[src/rtl/lca_binary_lifting_macros.svh]
// ----------------------------------------------------------------------------
// lca_binary_lifting_macros.svh
// Assertion shorthands for the lowest common ancestor block, clocked on aclk
// and held off while aresetn is low.
// ----------------------------------------------------------------------------
`ifndef LCA_BINARY_LIFTING_MACROS_SVH
`define LCA_BINARY_LIFTING_MACROS_SVH

// Check a consequent in the same cycle as its antecedent
`define LCA_CHECK_NOW(label, ante, cons, msg) \
    label: assert property (@(posedge aclk) disable iff (!aresetn) (ante) |-> (cons)) \
        else $error(msg);

// Check a consequent in the cycle after its antecedent
`define LCA_CHECK_NEXT(label, ante, cons, msg) \
    label: assert property (@(posedge aclk) disable iff (!aresetn) (ante) |=> (cons)) \
        else $error(msg);

`endif

[src/rtl/lcabl_pkg.sv]
// ----------------------------------------------------------------------------
// lcabl_pkg
// Shared types and constants of the binary-lifting common ancestor block:
// command codes, register map and the controller/datapath interface.
// ----------------------------------------------------------------------------
package lcabl_pkg;

    // Field widths fixed by the item format
    localparam int ID_W    = 10;
    localparam int CMD_W   = 2;
    localparam int PADDR_W = 3;
    localparam int PDATA_W = 32;

    // Command codes of an input item
    typedef enum logic [CMD_W-1:0] {
        CMD_LOAD  = 2'd0,
        CMD_BUILD = 2'd1,
        CMD_QUERY = 2'd2,
        CMD_NONE  = 2'd3
    } cmd_t;

    // Register map (word index above the byte offset)
    localparam logic [PADDR_W-3:0] REG_NODE_COUNT = '0;
    localparam logic [ID_W-1:0]    NODE_COUNT_RST = ID_W'(1);

    // Datapath operations, one per cycle
    typedef enum logic [4:0] {
        OP_NOP,
        OP_CAPTURE,
        OP_LOAD,
        OP_FIX_RD,
        OP_FIX_WR,
        OP_JMP_RD1,
        OP_JMP_RD2,
        OP_JMP_WR,
        OP_DEP_INIT,
        OP_DEP_RD,
        OP_DEP_USE,
        OP_DEP_WR,
        OP_DEP_RDA,
        OP_DEP_RDB,
        OP_ORDER,
        OP_U_RD,
        OP_U_SET,
        OP_V_RD,
        OP_CLIMB,
        OP_RES_ERR,
        OP_RES_EQ,
        OP_RES_TOP
    } dp_op_t;

    // Level counter operations
    typedef enum logic [2:0] {
        LVL_HOLD,
        LVL_ZERO,
        LVL_TOP,
        LVL_INC,
        LVL_DEC
    } lvl_op_t;

    typedef struct packed {
        dp_op_t  op;
        logic    node_clr;
        logic    node_inc;
        lvl_op_t lvl;
    } dp_cmd_t;

    typedef struct packed {
        logic a_ok;
        logic b_ok;
        logic node_last;
        logic lvl_zero;
        logic lvl_top;
        logic jump_last;
        logic raise_bit;
        logic uv_equal;
        logic out_free;
    } dp_stat_t;

endpackage

[src/rtl/lcabl_ctrl.sv]
// ----------------------------------------------------------------------------
// lcabl_ctrl
// Sequencer for load, build and query commands. Tracks whether the ancestor
// tables are current and steers the datapath one operation per cycle.
// ----------------------------------------------------------------------------
module lcabl_ctrl (
    input  logic                       aclk,
    input  logic                       aresetn,
    input  logic                       s_valid_i,
    input  logic [lcabl_pkg::CMD_W-1:0] s_command_i,
    output logic                       s_ready_o,
    input  logic                       cfg_wr_i,
    input  lcabl_pkg::dp_stat_t        stat_i,
    output lcabl_pkg::dp_cmd_t         cmd_o
);
    import lcabl_pkg::*;

    typedef enum logic [4:0] {
        S_IDLE,
        S_LOAD,
        S_FIX_RD,
        S_FIX_WR,
        S_JMP_RD1,
        S_JMP_RD2,
        S_JMP_WR,
        S_DEP_INIT,
        S_DEP_RD,
        S_DEP_USE,
        S_DEP_WR,
        S_Q_CHECK,
        S_Q_RDA,
        S_Q_RDB,
        S_Q_ORDER,
        S_RAISE_CHK,
        S_RAISE_RD,
        S_RAISE_SET,
        S_Q_EQ,
        S_CLB_RU,
        S_CLB_RV,
        S_CLB_CMP,
        S_TOP_RD,
        S_RES_ERR,
        S_RES_EQ,
        S_RES_TOP
    } state_t;

    state_t state_reg, state_next;
    logic   built_reg, built_next;

    assign s_ready_o = (state_reg == S_IDLE);

    always_comb begin
        state_next     = state_reg;
        built_next     = built_reg;
        cmd_o.op       = OP_NOP;
        cmd_o.node_clr = 1'b0;
        cmd_o.node_inc = 1'b0;
        cmd_o.lvl      = LVL_HOLD;

        unique case (state_reg)
            S_IDLE: begin
                cmd_o.op       = OP_CAPTURE;
                cmd_o.node_clr = 1'b1;
                if (s_valid_i) begin
                    unique case (cmd_t'(s_command_i))
                        CMD_LOAD:  state_next = S_LOAD;
                        CMD_BUILD: state_next = S_FIX_RD;
                        CMD_QUERY: state_next = S_Q_CHECK;
                        default:   state_next = S_IDLE;
                    endcase
                end
            end
            S_LOAD: begin
                cmd_o.op = OP_LOAD;
                if (stat_i.a_ok) begin
                    built_next = 1'b0;
                end
                state_next = S_IDLE;
            end

            // Build, first pass: sanitize the parent links
            S_FIX_RD: begin
                cmd_o.op   = OP_FIX_RD;
                state_next = S_FIX_WR;
            end
            S_FIX_WR: begin
                cmd_o.op = OP_FIX_WR;
                if (stat_i.node_last) begin
                    cmd_o.node_clr = 1'b1;
                    cmd_o.lvl      = LVL_ZERO;
                    state_next     = S_JMP_RD1;
                end else begin
                    cmd_o.node_inc = 1'b1;
                    state_next     = S_FIX_RD;
                end
            end

            // Build, second pass: double the jump one level at a time
            S_JMP_RD1: begin
                cmd_o.op   = OP_JMP_RD1;
                state_next = S_JMP_RD2;
            end
            S_JMP_RD2: begin
                cmd_o.op   = OP_JMP_RD2;
                state_next = S_JMP_WR;
            end
            S_JMP_WR: begin
                cmd_o.op   = OP_JMP_WR;
                state_next = S_JMP_RD1;
                if (stat_i.node_last) begin
                    cmd_o.node_clr = 1'b1;
                    if (stat_i.jump_last) begin
                        state_next = S_DEP_INIT;
                    end else begin
                        cmd_o.lvl = LVL_INC;
                    end
                end else begin
                    cmd_o.node_inc = 1'b1;
                end
            end

            // Build, third pass: greedy ancestor count per node
            S_DEP_INIT: begin
                cmd_o.op   = OP_DEP_INIT;
                cmd_o.lvl  = LVL_TOP;
                state_next = S_DEP_RD;
            end
            S_DEP_RD: begin
                cmd_o.op   = OP_DEP_RD;
                state_next = S_DEP_USE;
            end
            S_DEP_USE: begin
                cmd_o.op = OP_DEP_USE;
                if (stat_i.lvl_zero) begin
                    state_next = S_DEP_WR;
                end else begin
                    cmd_o.lvl  = LVL_DEC;
                    state_next = S_DEP_RD;
                end
            end
            S_DEP_WR: begin
                cmd_o.op = OP_DEP_WR;
                if (stat_i.node_last) begin
                    cmd_o.node_clr = 1'b1;
                    built_next     = 1'b1;
                    state_next     = S_IDLE;
                end else begin
                    cmd_o.node_inc = 1'b1;
                    state_next     = S_DEP_INIT;
                end
            end

            // Query: check, then fetch both depths
            S_Q_CHECK: begin
                if (built_reg && stat_i.a_ok && stat_i.b_ok) begin
                    state_next = S_Q_RDA;
                end else begin
                    state_next = S_RES_ERR;
                end
            end
            S_Q_RDA: begin
                cmd_o.op   = OP_DEP_RDA;
                state_next = S_Q_RDB;
            end
            S_Q_RDB: begin
                cmd_o.op   = OP_DEP_RDB;
                state_next = S_Q_ORDER;
            end
            S_Q_ORDER: begin
                cmd_o.op   = OP_ORDER;
                cmd_o.lvl  = LVL_ZERO;
                state_next = S_RAISE_CHK;
            end

            // Raise the deeper node by the depth difference, bit by bit
            S_RAISE_CHK: begin
                if (stat_i.raise_bit) begin
                    state_next = S_RAISE_RD;
                end else if (stat_i.lvl_top) begin
                    state_next = S_Q_EQ;
                end else begin
                    cmd_o.lvl = LVL_INC;
                end
            end
            S_RAISE_RD: begin
                cmd_o.op   = OP_U_RD;
                state_next = S_RAISE_SET;
            end
            S_RAISE_SET: begin
                cmd_o.op = OP_U_SET;
                if (stat_i.lvl_top) begin
                    state_next = S_Q_EQ;
                end else begin
                    cmd_o.lvl  = LVL_INC;
                    state_next = S_RAISE_CHK;
                end
            end
            S_Q_EQ: begin
                if (stat_i.uv_equal) begin
                    state_next = S_RES_EQ;
                end else begin
                    cmd_o.lvl  = LVL_TOP;
                    state_next = S_CLB_RU;
                end
            end

            // Climb both nodes from the top level down
            S_CLB_RU: begin
                cmd_o.op   = OP_U_RD;
                state_next = S_CLB_RV;
            end
            S_CLB_RV: begin
                cmd_o.op   = OP_V_RD;
                state_next = S_CLB_CMP;
            end
            S_CLB_CMP: begin
                cmd_o.op = OP_CLIMB;
                if (stat_i.lvl_zero) begin
                    state_next = S_TOP_RD;
                end else begin
                    cmd_o.lvl  = LVL_DEC;
                    state_next = S_CLB_RU;
                end
            end
            S_TOP_RD: begin
                cmd_o.op   = OP_U_RD;
                state_next = S_RES_TOP;
            end

            // Hand the result over once the output register is free
            S_RES_ERR: begin
                if (stat_i.out_free) begin
                    cmd_o.op   = OP_RES_ERR;
                    state_next = S_IDLE;
                end
            end
            S_RES_EQ: begin
                if (stat_i.out_free) begin
                    cmd_o.op   = OP_RES_EQ;
                    state_next = S_IDLE;
                end
            end
            S_RES_TOP: begin
                if (stat_i.out_free) begin
                    cmd_o.op   = OP_RES_TOP;
                    state_next = S_IDLE;
                end
            end
            default: begin
                state_next = S_IDLE;
            end
        endcase

        // A register write invalidates the tables
        if (cfg_wr_i) begin
            built_next = 1'b0;
        end
    end

    always_ff @(posedge aclk) begin
        if (!aresetn) begin
            state_reg <= S_IDLE;
            built_reg <= 1'b0;
        end else begin
            state_reg <= state_next;
            built_reg <= built_next;
        end
    end

endmodule

[config.mk]
export PLATFORM = sky130hd
export DESIGN_NAME = lcabl_ctrl
export DESIGN_NICKNAME = d
export VERILOG_FILES = /design/src/rtl/lca_binary_lifting_macros.svh /design/src/rtl/lcabl_pkg.sv /design/src/rtl/lcabl_ctrl.sv
export SDC_FILE = /design/constraint.sdc
export NUM_CORES = 1
export LEC_CHECK = 0
export BUFFER_PORTS_ARGS = -buffer_cell sky130_fd_sc_hd__clkbuf_2
export CORE_MARGIN = 2
export CORE_UTILIZATION = 50
export CTS_CLUSTER_DIAMETER = 40
export DETAILED_ROUTE_END_ITERATION = 12
export PLACE_DENSITY = 0.72
export SLEW_MARGIN = 20
export SYNTH_ARGS = -nofsm -noshare
export SYNTH_HDL_FRONTEND = slang
export SYNTH_SLANG_ARGS = --single-unit
[constraint.sdc]
create_clock -name aclk -period 3.2 [get_ports aclk]
set_clock_uncertainty 0.1 [all_clocks]
set_input_delay 0.32 -clock aclk [delete_from_list [all_inputs] [get_ports aclk]]
set_output_delay 0.32 -clock aclk [all_outputs]
set_load 0.01 [all_outputs]
== Yosys cells after proc, flatten, opt, wreduce, memory -nomap -nowiden ==
Cells that the tools add are included.
Storage, ports and cells
  input port bits: 15
  flip-flop bits (word level): 6
Operators by class
  mux-type cells: 34
  reduce and logical (&&, ||, !) cells: 12
  bitwise logic cells: 1
  eq/ne operators: 32
Operators by type and width (number)
  5-bit one-hot mux with 23 select lines: 1
  5-bit one-hot mux with 21 select lines: 1
  5-bit equality test, second input constant: 10
  5-bit 2-to-1 mux: 10
  5-bit by 4-bit equality test with 1-bit output, second input constant: 8
  3-bit one-hot mux with 8 select lines: 1
  5-bit by 3-bit equality test with 1-bit output, second input constant: 4
  3-bit 2-to-1 mux: 5
  2-bit 2-to-1 mux: 6
  4-bit one-hot mux with 3 select lines: 1
  5-bit by 2-bit equality test with 1-bit output, second input constant: 2
  3-bit OR reduction: 3
  1-bit 2-to-1 mux: 6
  2-bit != test, second input constant: 3
  3-bit AND reduction: 2
  5-bit by 1-bit equality test with 1-bit output, second input constant: 1
  5-bit zero test: 1
  4-bit 2-to-1 mux: 1
  1-bit one-hot mux with 2 select lines: 2
  2-bit OR reduction: 2
  3-bit != test, second input constant: 1
  2-bit by 1-bit equality test with 1-bit output, second input constant: 1
  2-bit equality test, second input constant: 1
  1-bit logical AND: 2
  4 further kinds: 4

== Depth between registers and ports, before layout ==
  depth in word-level cells: 4
  depth in mapped cells: 8
  gate-level depth less buffers: 7

== Worst setup path after synthesis ==
OpenSTA, ideal clock, no wires.
  path type: register -> output
  start point: register state_reg[2]
  end point: output cmd_o[0] (netlist bit)
  setup slack: 1.337 ns
  path buffers: 4
  arrival: 1.443 ns
  stages on the path, launching flop included: 8
  cells stage by stage: dfxtp_1 buf_6 buf_6 buf_2 buf_4 nor4b_1 a31oi_1 o21ai_0
RTL lines
  start, declared: RTL line lcabl_ctrl.sv:47  | state_t state_reg, state_next;
  start signal, assigned: RTL line lcabl_ctrl.sv:265  | state_reg <= state_next;
  end, declared: RTL line lcabl_ctrl.sv:14  | output lcabl_pkg::dp_cmd_t cmd_o

==> impl_metrics.yaml <==
outcome:
  run_status: "finished clean"
global_routing:
  grt_usage: 0.245
  number_of_antenna_violations_at_the_first_check_in_global_routing: 0
  grt_pass1_wl_um: 5060
  pin_count_of_the_biggest_net_entering_global_routing: 30
  via_count_of_the_first_global_routing_pass: 1126
  grt_remaining_overflow: 0
cells_and_area:
  fin_nets: 206
  stdcell_count: 214
  post_route_cells_drive_above_1_share: 0.226
  mostFrequentLayoutCell: "sky130_fd_sc_hd__clkbuf_2"
  largest_register_ffs: 5
  antenna_cells_inserted: 0
  layout-area-overhead-vs-synth_pct: 7.62
  layout_common_cells: "sky130_fd_sc_hd__clkbuf_2 (25), sky130_fd_sc_hd__nor2_1 (18), sky130_fd_sc_hd__a21oi_1 (14), sky130_fd_sc_hd__nand2_1 (10), sky130_fd_sc_hd__o21ai_0 (10)"
worst_hold_path:
  worstHoldPathType: "input pin to register"
  hold_path_depth: 2
  hold_path.startpoint: "cfg_wr_i"
  whs_endpoint: "built_reg"
power_and_ir_drop:
  finalPower_uw: 785
  combinationalPowerShare: 0.678
  cellLeakagePower_uw: 0.000505
  seq_power_share: 0.239
  netSwitchingFraction: 0.543
  power.clock.fraction: 0.083
  worst_ir_drop_vdd_v: 0.000421
  p_per_area_nw_per_um2: 625
  power.net_switching_uw: 426
  internal_power_uw: 359
placed_design:
  hpwl_um: 2410
  port-buffer-count: 25
  dp.cells: 211
  gp_congestion: 0.926
sta:
  timing.max_slew.rel_slack: 0.369
  timing_hold_violations_final: 0
  final_min_period_over_clock_period: 0.824
  max_freq_ghz: 0.379
  max_slew.worst_pin.slew_ns: 0.945
  final_period_minus_worst_setup_slack_ns: 2.64
  rsz0062_at_grt: "false"
  sum_neg_setup_slack_ns: 0
  finalMaxSlewViolations: 0
  setup_viol: 0
floorplanning:
  core_area_sq_um: 2210
  placementRows: 17
  die_area_sq_um: 2730
  initial_utilization: 0.527
  fp.dieW_um: 52.3
  io_pins: 26
  die_height_um: 52.3
cts:
  cts_tree: "built"
  h_tree_level_count: 1
  path_clk_slew_ns: 0.04
  clk_root_buffer_cell: "sky130_fd_sc_hd__clkbuf_4"
  ctsLongestPathBuffers: 2
  ctsHoldBuffers: 0
  cts_resized: 0
  clock_sinks: 6
  post_cts.repair.setup_buffers: 0
  clk_latency_ns: 0.24
  cts_made_buffers: 3
route:
  antenna_violating_nets_post_route: 0
  drt_iter0_markers: 102
  route.final.wire_length_um: 3230
  viasPerCell: 6.49
  detailroute.via_count: 1389
  remaining_drcs: 0
  final_routed_wire_length_divided_by_cell_count_um: 15.1
  detailedRoute.firstPassIterationCount: 4
yosys:
  syn_area_per_cell_sq_um: 6.78
  post_synthesis_sequential_area_ratio: 0.103
  synth.cell_area_sq_um: 1170
  yosys.cell_types.count: 59
  syn-num-nets: 190
  async_flop_share: 0
  count_of_flip_flops_with_a_built_in_enable_after_synthesis: 0
  synthFlopType: "sky130_fd_sc_hd__dfxtp_1"
  gate_count_of_the_mapped_netlist: 172
  yosysWarningCount: 0
  yosys-top-cells-area: "sky130_fd_sc_hd__dfxtp_1 (10%), sky130_fd_sc_hd__a21oi_1 (6.0%), sky130_fd_sc_hd__nor2_1 (5.8%), sky130_fd_sc_hd__o21ai_0 (4.3%), sky130_fd_sc_hd__buf_2 (3.9%)"
  postSynthRegisterBits: 6
  post-synth-top-area-cell: "sky130_fd_sc_hd__dfxtp_1"
  synth_largest_type_area_fraction: 0.103
setup_path:
  arrival_ns: 2.22
  ff2ff_setup_slack_ns: 0.93
  critical_path.max_fanout: 29
  critical-path-max-stage-delay_ns: 0.92
  critical_path.endpoint_type: "output port"
  crit-reg2reg-launch: "state_reg[2]"
  worstSetupStartpointType: "register"
  ff2ff_path_depth: 6
  regToRegEndpoint: "state_reg[0]"
  cpMaxStageDelayCell: "sky130_fd_sc_hd__dfxtp_1"
  worstPathRequired_ns: 2.78
  cp_cell_sequence: "nand2_1 -> nor3_1 -> a21oi_1 -> o32a_1 -> o21ai_0 -> clkbuf_2"
  worstSetupPathType: "register to output port"
run:
  cap_viol_max_count: 0
[worst max-delay path, delay by kind of cell (launching register included)]
kind | cells | cell delay (ns)
AOI/OAI and AO/OA | 3 | 0.48
buffers and inverters | 1 | 0.16
DFF | 1 | 0.92
and+or+nand+nor | 2 | 0.40
[power by group through the flow]
stage               Sequential, uW  Combinational (uW)  Clock (uW)
floorplan                     98.9                 501           0
global placement               182                 518           0
detailed placement             185                 524           0
CTS                            184                 526        69.0
global route                   196                 583        72.6
finish                         187                 532        64.9
[cell usage after synthesis (3+ instances only)]
cell,number
sky130_fd_sc_hd__nor3_1,7
sky130_fd_sc_hd__buf_2,9
sky130_fd_sc_hd__inv_1,5
sky130_fd_sc_hd__nand2b_1,7
sky130_fd_sc_hd__and3_1,3
sky130_fd_sc_hd__buf_4,4
sky130_fd_sc_hd__nor2b_1,4
sky130_fd_sc_hd__nand3_1,8
sky130_fd_sc_hd__buf_6,3
sky130_fd_sc_hd__dfxtp_1,6
sky130_fd_sc_hd__a31oi_1,4
sky130_fd_sc_hd__a21oi_1,14
sky130_fd_sc_hd__nor2_1,18
sky130_fd_sc_hd__nand2_1,10
sky130_fd_sc_hd__ha_1,3
sky130_fd_sc_hd__a32oi_1,3
sky130_fd_sc_hd__nand4_1,5
sky130_fd_sc_hd__o21ai_0,10
[metrics by stage]
step	instance area, sq um	setup slack, ns	hold slack [ns]	utilization
floorplan	1170	1.34	0.299	-
global placement	1230	0.947	0.387	0.557
detailed placement	1230	0.883	0.395	0.557
CTS	1250	0.619	0.139	0.567
global route	1250	0.431	0.149	0.567
finish	1250	0.564	0.145	0.567
[how the worst max path moves through the flow]
stage	start	endpoint	slack [ns]
floorplan	state_reg[2]	cmd_o[0]	1.34
global placement	state_reg[4]	cmd_o[0]	0.95
detailed placement	state_reg[1]	cmd_o[0]	0.88
CTS	state_reg[1]	cmd_o[0]	0.62
global route	state_reg[1]	cmd_o[0]	0.43
finish	state_reg[1]	cmd_o[0]	0.56
[cell families (layout without fill, tap and decap cells)]
| kind of cell | after synthesis | after routing | share of synthesized area |
|---|---|---|---|
| muxes | 1 | 1 | 0.00858 |
| DFF | 6 | 6 | 0.103 |
| xor gates and xnor gates | 2 | 2 | 0.0150 |
| AOI/OAI and AO/OA | 57 | 57 | 0.343 |
| adders and majority gates | 3 | 3 | 0.0322 |
| buffers and inverters | 22 | 36 | 0.113 |
| and+or+nand+nor | 81 | 81 | 0.385 |
[routing by layer]
| metal | vias to the layer above | routed length [um] | share of wire | track usage |
|---|---|---|---|---|
| met5 | - | 0 | 0 | 0 |
| met4 | 0 | 16 | 0.0050 | 0.0983 |
| met3 | 2 | 183 | 0.057 | 0.0200 |
| met2 | 60 | 1590 | 0.49 | 0.392 |
| met1 | 650 | 1440 | 0.45 | 0.335 |
| li1 | 677 | - | - | - |
[layout make-up]
type / instances / area (sq um)
Timing Repair Buffer: 27 / 140
Inverter: 6 / 22.5
Sequential cell: 6 / 120
Fill cell: 227 / 957
Clock buffer: 3 / 22.5
Multi-Input combinational cell: 144 / 915
Tap cell: 28 / 35.0
(Power assumes the default switching activity.)
